### src/rtl/cts_pkg.sv
// cts_pkg: types and constants for the corner turn sequencer.
// Stage and command codes, register indexes, reset values, heading math helpers.
// No dependencies.
package cts_pkg;

  typedef enum logic [2:0] {
    ST_IDLE     = 3'd0,
    ST_ADVANCE  = 3'd1,
    ST_TURN1    = 3'd2,
    ST_STRAIGHT = 3'd3,
    ST_ADVANCE2 = 3'd4,
    ST_TURN2    = 3'd5,
    ST_STARTUP  = 3'd6
  } stage_t;

  typedef enum logic [2:0] {
    CMD_LINE_FOLLOW  = 3'd0,
    CMD_HEADING_HOLD = 3'd1,
    CMD_TURN_TO      = 3'd2,
    CMD_STOP         = 3'd3,
    CMD_NONE         = 3'd4
  } command_t;

  // configuration register indexes
  localparam logic [2:0] REG_DEBOUNCE_TICKS   = 3'd0;
  localparam logic [2:0] REG_STARTUP_PULSES   = 3'd1;
  localparam logic [2:0] REG_ADVANCE_PULSES   = 3'd2;
  localparam logic [2:0] REG_STRAIGHT_LIMIT   = 3'd3;
  localparam logic [2:0] REG_RETURN_ADVANCE   = 3'd4;
  localparam logic [2:0] REG_TURN_ANGLE       = 3'd5;
  localparam logic [2:0] REG_CONVERGE_BAND    = 3'd6;
  localparam logic [2:0] REG_DRIVE_SPEED      = 3'd7;

  // register reset values
  localparam logic [3:0]  RST_DEBOUNCE_TICKS = 4'd3;
  localparam logic [15:0] RST_STARTUP_PULSES = 16'd400;
  localparam logic [15:0] RST_ADVANCE_PULSES = 16'd300;
  localparam logic [15:0] RST_STRAIGHT_LIMIT = 16'd4600;
  localparam logic [15:0] RST_RETURN_ADVANCE = 16'd400;
  localparam logic [11:0] RST_TURN_ANGLE     = 12'd2160;
  localparam logic [8:0]  RST_CONVERGE_BAND  = 9'd48;
  localparam logic [6:0]  RST_DRIVE_SPEED    = 7'd80;

  localparam logic [3:0] DEBOUNCE_MAX = 4'd15;

  // angles in 1/16 degree
  localparam logic signed [15:0] HALF_TURN    = 16'sd2880;
  localparam logic signed [15:0] FULL_TURN    = 16'sd5760;
  localparam logic signed [15:0] ONE_HALF_TURN = 16'sd8640;   // 1.5 turns
  localparam logic signed [15:0] TWO_TURNS    = 16'sd11520;

  // distance since segment start, signed, beyond limit
  function automatic logic past(input logic [31:0] odo, input logic [31:0] start,
                                input logic [15:0] limit);
    logic [31:0] d;
    d = odo - start;
    return $signed(d) > $signed({16'b0, limit});
  endfunction

  // wrapped heading error magnitude below band
  function automatic logic converged(input logic signed [13:0] target,
                                     input logic signed [12:0] yaw,
                                     input logic [8:0] band);
    logic signed [15:0] d;
    logic signed [15:0] w;
    logic signed [15:0] a;
    d = {{2{target[13]}}, target} - {{3{yaw[12]}}, yaw};
    if (d > ONE_HALF_TURN) begin
      w = d - TWO_TURNS;
    end else if (d > HALF_TURN) begin
      w = d - FULL_TURN;
    end else if (d < -ONE_HALF_TURN) begin
      w = d + TWO_TURNS;
    end else if (d < -HALF_TURN) begin
      w = d + FULL_TURN;
    end else begin
      w = d;
    end
    a = w[15] ? -w : w;
    return a < $signed({7'b0, band});
  endfunction

endpackage

### src/rtl/corner_turn_sequencer.sv
// corner_turn_sequencer: corner detection and diagonal turn sequencing.
// An input transfer is captured in the input register; its result then goes to the result register.
// Throughput: one item per cycle while the output is not stalled; input register feeds one logic stage whose
// state update and result register close in the same cycle.
// Reset (rst, synchronous): stage idle, counters and latched heading/distance
// zero, configuration registers at their defaults, both pipeline registers empty.
module corner_turn_sequencer (
  input  logic               clk,
  input  logic               rst,
  // configuration write port
  input  logic               wr_en,
  input  logic [2:0]         wr_index,
  input  logic [15:0]        wr_data,
  // input channel
  input  logic               in_valid,
  output logic               in_stall,
  input  logic               kind,
  input  logic signed [12:0] yaw,
  input  logic signed [31:0] distance_pulses,
  input  logic [7:0]         line_bits,
  // output channel
  output logic               out_valid,
  input  logic               out_stall,
  output logic [2:0]         command,
  output logic [6:0]         speed,
  output logic signed [13:0] heading,
  output logic               pid_clear,
  output logic               encoder_clear,
  output logic [2:0]         phase,
  output logic [7:0]         corners_done
);

  // ---------------------------------------------------------------------------
  // Configuration registers
  // ---------------------------------------------------------------------------
  logic [3:0]  debounce_ticks;
  logic [15:0] startup_pulses;
  logic [15:0] advance_pulses;
  logic [15:0] straight_limit_pulses;
  logic [15:0] return_advance_pulses;
  logic [11:0] turn_angle;
  logic [8:0]  converge_band;
  logic [6:0]  drive_speed;

  always_ff @(posedge clk) begin
    if (rst) begin
      debounce_ticks        <= cts_pkg::RST_DEBOUNCE_TICKS;
      startup_pulses        <= cts_pkg::RST_STARTUP_PULSES;
      advance_pulses        <= cts_pkg::RST_ADVANCE_PULSES;
      straight_limit_pulses <= cts_pkg::RST_STRAIGHT_LIMIT;
      return_advance_pulses <= cts_pkg::RST_RETURN_ADVANCE;
      turn_angle            <= cts_pkg::RST_TURN_ANGLE;
      converge_band         <= cts_pkg::RST_CONVERGE_BAND;
      drive_speed           <= cts_pkg::RST_DRIVE_SPEED;
    end else if (wr_en) begin
      case (wr_index)
        cts_pkg::REG_DEBOUNCE_TICKS: debounce_ticks        <= wr_data[3:0];
        cts_pkg::REG_STARTUP_PULSES: startup_pulses        <= wr_data;
        cts_pkg::REG_ADVANCE_PULSES: advance_pulses        <= wr_data;
        cts_pkg::REG_STRAIGHT_LIMIT: straight_limit_pulses <= wr_data;
        cts_pkg::REG_RETURN_ADVANCE: return_advance_pulses <= wr_data;
        cts_pkg::REG_TURN_ANGLE:     turn_angle            <= wr_data[11:0];
        cts_pkg::REG_CONVERGE_BAND:  converge_band         <= wr_data[8:0];
        cts_pkg::REG_DRIVE_SPEED:    drive_speed           <= wr_data[6:0];
        default: ;
      endcase
    end
  end

  // ---------------------------------------------------------------------------
  // Pipeline control
  // The logic stage moves whenever the result register is empty or being
  // taken; the input register refills in the same cycle, so a transfer can
  // happen every clock while the output side keeps up.
  // ---------------------------------------------------------------------------
  logic s1_valid;
  logic advance;
  logic fire;

  assign advance  = !out_valid || !out_stall;
  assign fire     = s1_valid && advance;
  assign in_stall = s1_valid && !advance;

  // input register
  logic               s1_kind;
  logic signed [12:0] s1_yaw;
  logic [31:0]        s1_dist;
  logic [7:0]         s1_line;

  always_ff @(posedge clk) begin
    if (rst) begin
      s1_valid <= 1'b0;
    end else if (!in_stall) begin
      s1_valid <= in_valid;
    end
  end

  always_ff @(posedge clk) begin
    if (in_valid && !in_stall) begin
      s1_kind <= kind;
      s1_yaw  <= yaw;
      s1_dist <= distance_pulses;
      s1_line <= line_bits;
    end
  end

  // ---------------------------------------------------------------------------
  // Sequencer state
  // ---------------------------------------------------------------------------
  cts_pkg::stage_t    stage, stage_next;
  logic [31:0]        segment_start, segment_start_next;
  logic               turn_positive, turn_positive_next;
  logic [3:0]         debounce_count, debounce_count_next;
  logic signed [12:0] origin_heading, origin_heading_next;
  logic [7:0]         corner_count, corner_count_next;

  always_ff @(posedge clk) begin
    if (rst) begin
      stage          <= cts_pkg::ST_IDLE;
      segment_start  <= '0;
      turn_positive  <= 1'b0;
      debounce_count <= '0;
      origin_heading <= '0;
      corner_count   <= '0;
    end else if (fire) begin
      stage          <= stage_next;
      segment_start  <= segment_start_next;
      turn_positive  <= turn_positive_next;
      debounce_count <= debounce_count_next;
      origin_heading <= origin_heading_next;
      corner_count   <= corner_count_next;
    end
  end

  // Sensor groups: low nibble black = left, high nibble black = right,
  // sensors 3 and 4 black = middle on the line.
  logic left_dark;
  logic right_dark;
  logic mid_dark;

  assign left_dark  = (s1_line[3:0] == 4'h0);
  assign right_dark = (s1_line[7:4] == 4'h0);
  assign mid_dark   = (s1_line[4:3] == 2'b00);

  // Turn target around the latched origin heading.
  logic signed [13:0] origin_ext;
  logic signed [13:0] turn_target;

  assign origin_ext  = {origin_heading[12], origin_heading};
  assign turn_target = turn_positive ? origin_ext + $signed({2'b0, turn_angle})
                                     : origin_ext - $signed({2'b0, turn_angle});

  // debounce count after this black tick, saturating
  logic [3:0] debounce_inc;
  assign debounce_inc = (debounce_count != cts_pkg::DEBOUNCE_MAX) ?
                        debounce_count + 4'd1 : debounce_count;

  cts_pkg::command_t  cmd;
  logic [6:0]         spd;
  logic signed [13:0] head;
  logic               pclr;
  logic               eclr;

  always_comb begin
    stage_next          = stage;
    segment_start_next  = segment_start;
    turn_positive_next  = turn_positive;
    debounce_count_next = debounce_count;
    origin_heading_next = origin_heading;
    corner_count_next   = corner_count;
    cmd  = cts_pkg::CMD_NONE;
    spd  = '0;
    head = '0;
    pclr = 1'b0;
    eclr = 1'b0;

    if (s1_kind) begin
      // restart: enter the startup run from the current pose
      stage_next          = cts_pkg::ST_STARTUP;
      debounce_count_next = '0;
      corner_count_next   = '0;
      origin_heading_next = s1_yaw;
      segment_start_next  = s1_dist;
    end else begin
      case (stage)
        cts_pkg::ST_STARTUP: begin
          if (cts_pkg::past(s1_dist, segment_start, startup_pulses)) begin
            eclr       = 1'b1;
            stage_next = cts_pkg::ST_IDLE;
          end else begin
            cmd  = cts_pkg::CMD_HEADING_HOLD;
            spd  = drive_speed;
            head = origin_ext;
          end
        end
        cts_pkg::ST_IDLE: begin
          if (left_dark || right_dark) begin
            debounce_count_next = debounce_inc;
            if (debounce_inc >= debounce_ticks) begin
              // corner accepted; both sides black turns positive
              debounce_count_next = '0;
              turn_positive_next  = left_dark;
              origin_heading_next = s1_yaw;
              segment_start_next  = s1_dist;
              stage_next          = cts_pkg::ST_ADVANCE;
            end
          end else begin
            debounce_count_next = '0;
            cmd = cts_pkg::CMD_LINE_FOLLOW;
          end
        end
        cts_pkg::ST_ADVANCE: begin
          if (cts_pkg::past(s1_dist, segment_start, advance_pulses)) begin
            cmd        = cts_pkg::CMD_STOP;
            pclr       = 1'b1;
            stage_next = cts_pkg::ST_TURN1;
          end else begin
            cmd  = cts_pkg::CMD_HEADING_HOLD;
            spd  = drive_speed;
            head = origin_ext;
          end
        end
        cts_pkg::ST_TURN1: begin
          if (cts_pkg::converged(turn_target, s1_yaw, converge_band)) begin
            segment_start_next = s1_dist;
            stage_next         = cts_pkg::ST_STRAIGHT;
          end else begin
            cmd  = cts_pkg::CMD_TURN_TO;
            head = turn_target;
          end
        end
        cts_pkg::ST_STRAIGHT: begin
          if (mid_dark ||
              cts_pkg::past(s1_dist, segment_start, straight_limit_pulses)) begin
            cmd                = cts_pkg::CMD_STOP;
            segment_start_next = s1_dist;
            stage_next         = cts_pkg::ST_ADVANCE2;
          end else begin
            cmd  = cts_pkg::CMD_HEADING_HOLD;
            spd  = drive_speed;
            head = turn_target;
          end
        end
        cts_pkg::ST_ADVANCE2: begin
          if (cts_pkg::past(s1_dist, segment_start, return_advance_pulses)) begin
            cmd        = cts_pkg::CMD_STOP;
            pclr       = 1'b1;
            stage_next = cts_pkg::ST_TURN2;
          end else begin
            cmd  = cts_pkg::CMD_HEADING_HOLD;
            spd  = drive_speed;
            head = turn_target;
          end
        end
        cts_pkg::ST_TURN2: begin
          if (cts_pkg::converged(origin_ext, s1_yaw, converge_band)) begin
            corner_count_next = corner_count + 8'd1;
            stage_next        = cts_pkg::ST_IDLE;
          end else begin
            cmd  = cts_pkg::CMD_TURN_TO;
            head = origin_ext;
          end
        end
        default: begin
          // unused stage code falls back to idle
          stage_next = cts_pkg::ST_IDLE;
        end
      endcase
    end
  end

  // ---------------------------------------------------------------------------
  // Result register: phase and corner count report the state after the tick
  // ---------------------------------------------------------------------------
  always_ff @(posedge clk) begin
    if (rst) begin
      out_valid <= 1'b0;
    end else if (advance) begin
      out_valid <= s1_valid;
    end
  end

  always_ff @(posedge clk) begin
    if (fire) begin
      command       <= cmd;
      speed         <= spd;
      heading       <= head;
      pid_clear     <= pclr;
      encoder_clear <= eclr;
      phase         <= stage_next;
      corners_done  <= corner_count_next;
    end
  end

endmodule

### config.mk
export PLATFORM = sky130hd
export DESIGN_NAME = corner_turn_sequencer
export DESIGN_NICKNAME = d
export VERILOG_FILES = /design/src/rtl/cts_pkg.sv /design/src/rtl/corner_turn_sequencer.sv
export SDC_FILE = /design/constraint.sdc
export NUM_CORES = 1
export LEC_CHECK = 0
export BUFFER_PORTS_ARGS = -buffer_cell sky130_fd_sc_hd__buf_2
export CAP_MARGIN = 20
export CORE_MARGIN = 3
export CORE_UTILIZATION = 60
export CTS_BUF_LIST = sky130_fd_sc_hd__clkbuf_4
export CTS_CLUSTER_DIAMETER = 150
export DETAILED_ROUTE_END_ITERATION = 6
export GPL_ROUTABILITY_DRIVEN = 0
export PLACE_DENSITY = 0.8
export SETUP_SLACK_MARGIN = 0.4
export SLEW_MARGIN = 20
export SYNTH_ARGS = -nofsm -noshare
export SYNTH_HDL_FRONTEND = slang
export SYNTH_SLANG_ARGS = --single-unit
### constraint.sdc
create_clock -name clk -period 20.2 [get_ports clk]
set_input_delay 2.02 -clock clk [delete_from_list [all_inputs] [get_ports clk]]
set_output_delay 2.02 -clock clk [all_outputs]
set_load 0.005 [all_outputs]
==> flow_summary.toml <==
[setup_path]
arrival_ns = 10.24
critPathKind = "reg -> reg"
worst_setup_path_end_kind = "register"
cp_max_fo = 32
cp_slowest_stage_delay_ns = 0.99
reg2reg_depth = 41
critPathSlowestCell = "o221a_2"
cpMostUsedCell = "a21oi_1"
worstPathRequired_ns = 20.79
critPathLaunchType = "register"

[power_and_ir_drop]
power_density_nw_per_um2 = 82.8
total_power_mw = 1.59
vdd_drop_max_uv = 52.5
power_leakage_nw = 7.94

[sta]
fmax_ghz = 0.104
holdWs_ns = 0.456
fin_crit_ns = 9.64
rsz0062_at_grt = "no"
hold_violations = 0
slew_viol_final = 0
setup_viol = 0
period_share = 0.477
max-slew-margin-rel = 0.265
finClkSkew_ns = 0.0638
setup_tns_ns = 0
worstMarginPinSlew_ns = 1.10

[place]
dpl.hpwl_um = 32400
dp_cells = 2487
port_buffers = 116

[global_routing]
track_usage = 0.277
first_global_vias = 14800
grt_pass1_wl_um = 71300
grt_max_degree = 114
antenna_found_initial = 1
grt-ovfl-total = 0

[clock_tree]
htree_levels = 3
cts_resized = 0
clock-sinks = 250
insertion_delay_ns = 0.72
postCtsSetupBuffers = 0
cts-root-buf = "clkbuf_4"
clkTransAtPathRegs_ns = 0.06
clockBufferDepth = 3
cts-buffers-inserted = 69
cts_tree = "built"
cts_hold_buf = 0

[logic_synthesis]
synthTopCellsByArea = "dfxtp_1 18%, edfxtp_1 16%, ha_1 13%"
yosysWarnings = 0
async_flop_share = 0
synth_ff_type = "dfxtp_1"
syn_inst = 2058
yosysUniqueCellTypes = 104
synth.most_common_cell = "nand2_1"
synth_edf_count = 91
synth_area_leader_cell = "dfxtp_1"
synth-seq-area-share = 0.337
synthTopCellsByCount = "295 x nand2_1, 184 x ha_1, 183 x a21oi_1"
ys_ff_latch = 250
syn_area_um2 = 17500
avgSynthCellArea_um2 = 8.52
synth_top_area_frac = 0.181
synthesis.nets = 2324

[floorplan]
ioPinCount = 117
die_y_um = 177
rows = 61
die-area_um2 = 31300
die_width_um = 177
initial_core_util = 0.619
placeableCoreArea_um2 = 28300

[final_layout]
fin_nets = 2446
post-route-util = 0.680
fin_cells = 2610
multi_input_area_um2 = 10700
seq_area_um2 = 5920
area_growth_pct = 9.84
n_fill_cell = 2295
drive_above_1_share = 0.132

[detailed_routing]
dr.pass1.iters = 6
routedWlPerCell_um = 16.8
final_antenna_net_count = 0
first_iter_violations = 1451
finalWirelength_um = 43900
num_vias = 15500
via_per_inst = 5.95
drcViolationCount = 0

[status]
status = "finished, final reports clean"

[flow_run]
drv_cap = 0

[hold_path]
worstHoldPathType = "reg -> reg"
hold_depth = 2
## worst max-delay path: cells and delay by family, from the launching register on
kind                       cells  cell delay [ns]
DFF                            1             0.40
AOI/OAI and AO/OA             20             4.35
and+or+nand+nor               13             2.57
adders and majority gates      4             1.29
xor gates and xnor gates       1             0.25
buffers and inverters          1             0.07
muxes                          2             0.59
## cells by family after synthesis
| kind of cell | synth area share |
|---|---|
| buf+inv | 0.0554 |
| simple gates | 0.195 |
| xor+xnor | 0.0437 |
| flops | 0.337 |
| fa+ha+maj | 0.136 |
| compound gates | 0.199 |
| mux | 0.0340 |
## cell usage in the layout, fill, tap and decap left out, types with 7 or more instances in the layout
| master | synthesis | layout |
|---|---|---|
| a211o_1 | 20 | 20 |
| a211oi_1 | 10 | 10 |
| a21o_1 | 34 | 34 |
| a21oi_1 | 183 | 183 |
| a22o_1 | 19 | 19 |
| a22oi_1 | 7 | 7 |
| a31oi_1 | 24 | 24 |
| and2_1 | 18 | 18 |
| and3_1 | 14 | 14 |
| buf_2 | 13 | 115 |
| buf_4 | 0 | 10 |
| clkbuf_4 | 0 | 103 |
| clkinv_1 | 1 | 12 |
| dfxtp_1 | 159 | 159 |
| edfxtp_1 | 91 | 91 |
| ha_1 | 184 | 184 |
| inv_1 | 159 | 159 |
| mux2i_1 | 54 | 54 |
| nand2_1 | 295 | 295 |
| nand2b_1 | 37 | 37 |
| nand3_1 | 28 | 28 |
| nand3b_1 | 16 | 16 |
| nand4_1 | 32 | 32 |
| nor2_1 | 155 | 154 |
| nor2b_1 | 27 | 25 |
| nor3_1 | 28 | 27 |
| nor4_1 | 13 | 13 |
| o211ai_1 | 12 | 12 |
| o21a_1 | 26 | 26 |
| o21ai_0 | 77 | 77 |
| o21bai_1 | 10 | 10 |
| o31ai_1 | 9 | 9 |
| or2_2 | 11 | 11 |
| or3_1 | 12 | 12 |
| xnor2_1 | 41 | 41 |
| xor2_1 | 41 | 41 |
## metrics by stage
step                      instance area, µm²  worst slack [ns]
after floorplan                        17500             11.79
after global placement                 18300             11.08
after detailed placement               18300             10.74
after CTS                              19300             10.68
after global routing                   19300              9.83
final                                  19300             10.56
## routing by layer
metal	vias to the layer above	global-route usage	share of wire
li1	7599	-	-
met1	7156	0.349	0.41
met2	625	0.462	0.47
met3	146	0.0478	0.067
met4	0	0.130	0.043
met5	-	0	0
## worst paths after layout
path	end	from	slack [ns]
setup / recovery	segment_start[13]	turn_angle[0]	10.56
hold / removal	converge_band[3]	converge_band[3]	0.46
setup reg to reg	segment_start[13]	turn_angle[0]	10.56
hold reg to reg	converge_band[3]	converge_band[3]	0.46
## area by class of cell
| class | instances | share of cell area |
|---|---|---|
| Clock buffer | 103 | 0.0401 |
| Inverter | 162 | 0.0316 |
| Sequential cell | 250 | 0.307 |
| Tap cell | 378 | 0.0245 |
| Antenna cell | 1 | 0.000130 |
| Timing Repair Buffer | 126 | 0.0344 |
| Multi-Input combinational cell | 1571 | 0.554 |
| Clock inverter | 19 | 0.00838 |
## state kept, by name, indices dropped and copies added, names as in the netlist, 4 cells and up
register	cells
s1_dist	32
segment_start	32
advance_pulses	16
return_advance_pulses	16
startup_pulses	16
straight_limit_pulses	16
heading	14
origin_heading	13
s1_yaw	13
turn_angle	12
converge_band	9
corner_count	8
corners_done	8
s1_line	8
drive_speed	7
speed	7
debounce_count	4
debounce_ticks	4
## where the power goes
group / switching [mW] / total, mW / leakage, nW / internal, mW
Clock: 0.219 / 0.491 / 0.550 / 0.272
Combinational: 0.330 / 0.546 / 5.23 / 0.216
Sequential: 0.0137 / 0.557 / 2.16 / 0.544
Total: 0.563 / 1.59 / 7.94 / 1.03
Note: power is estimated with default switching activity, not from simulation.
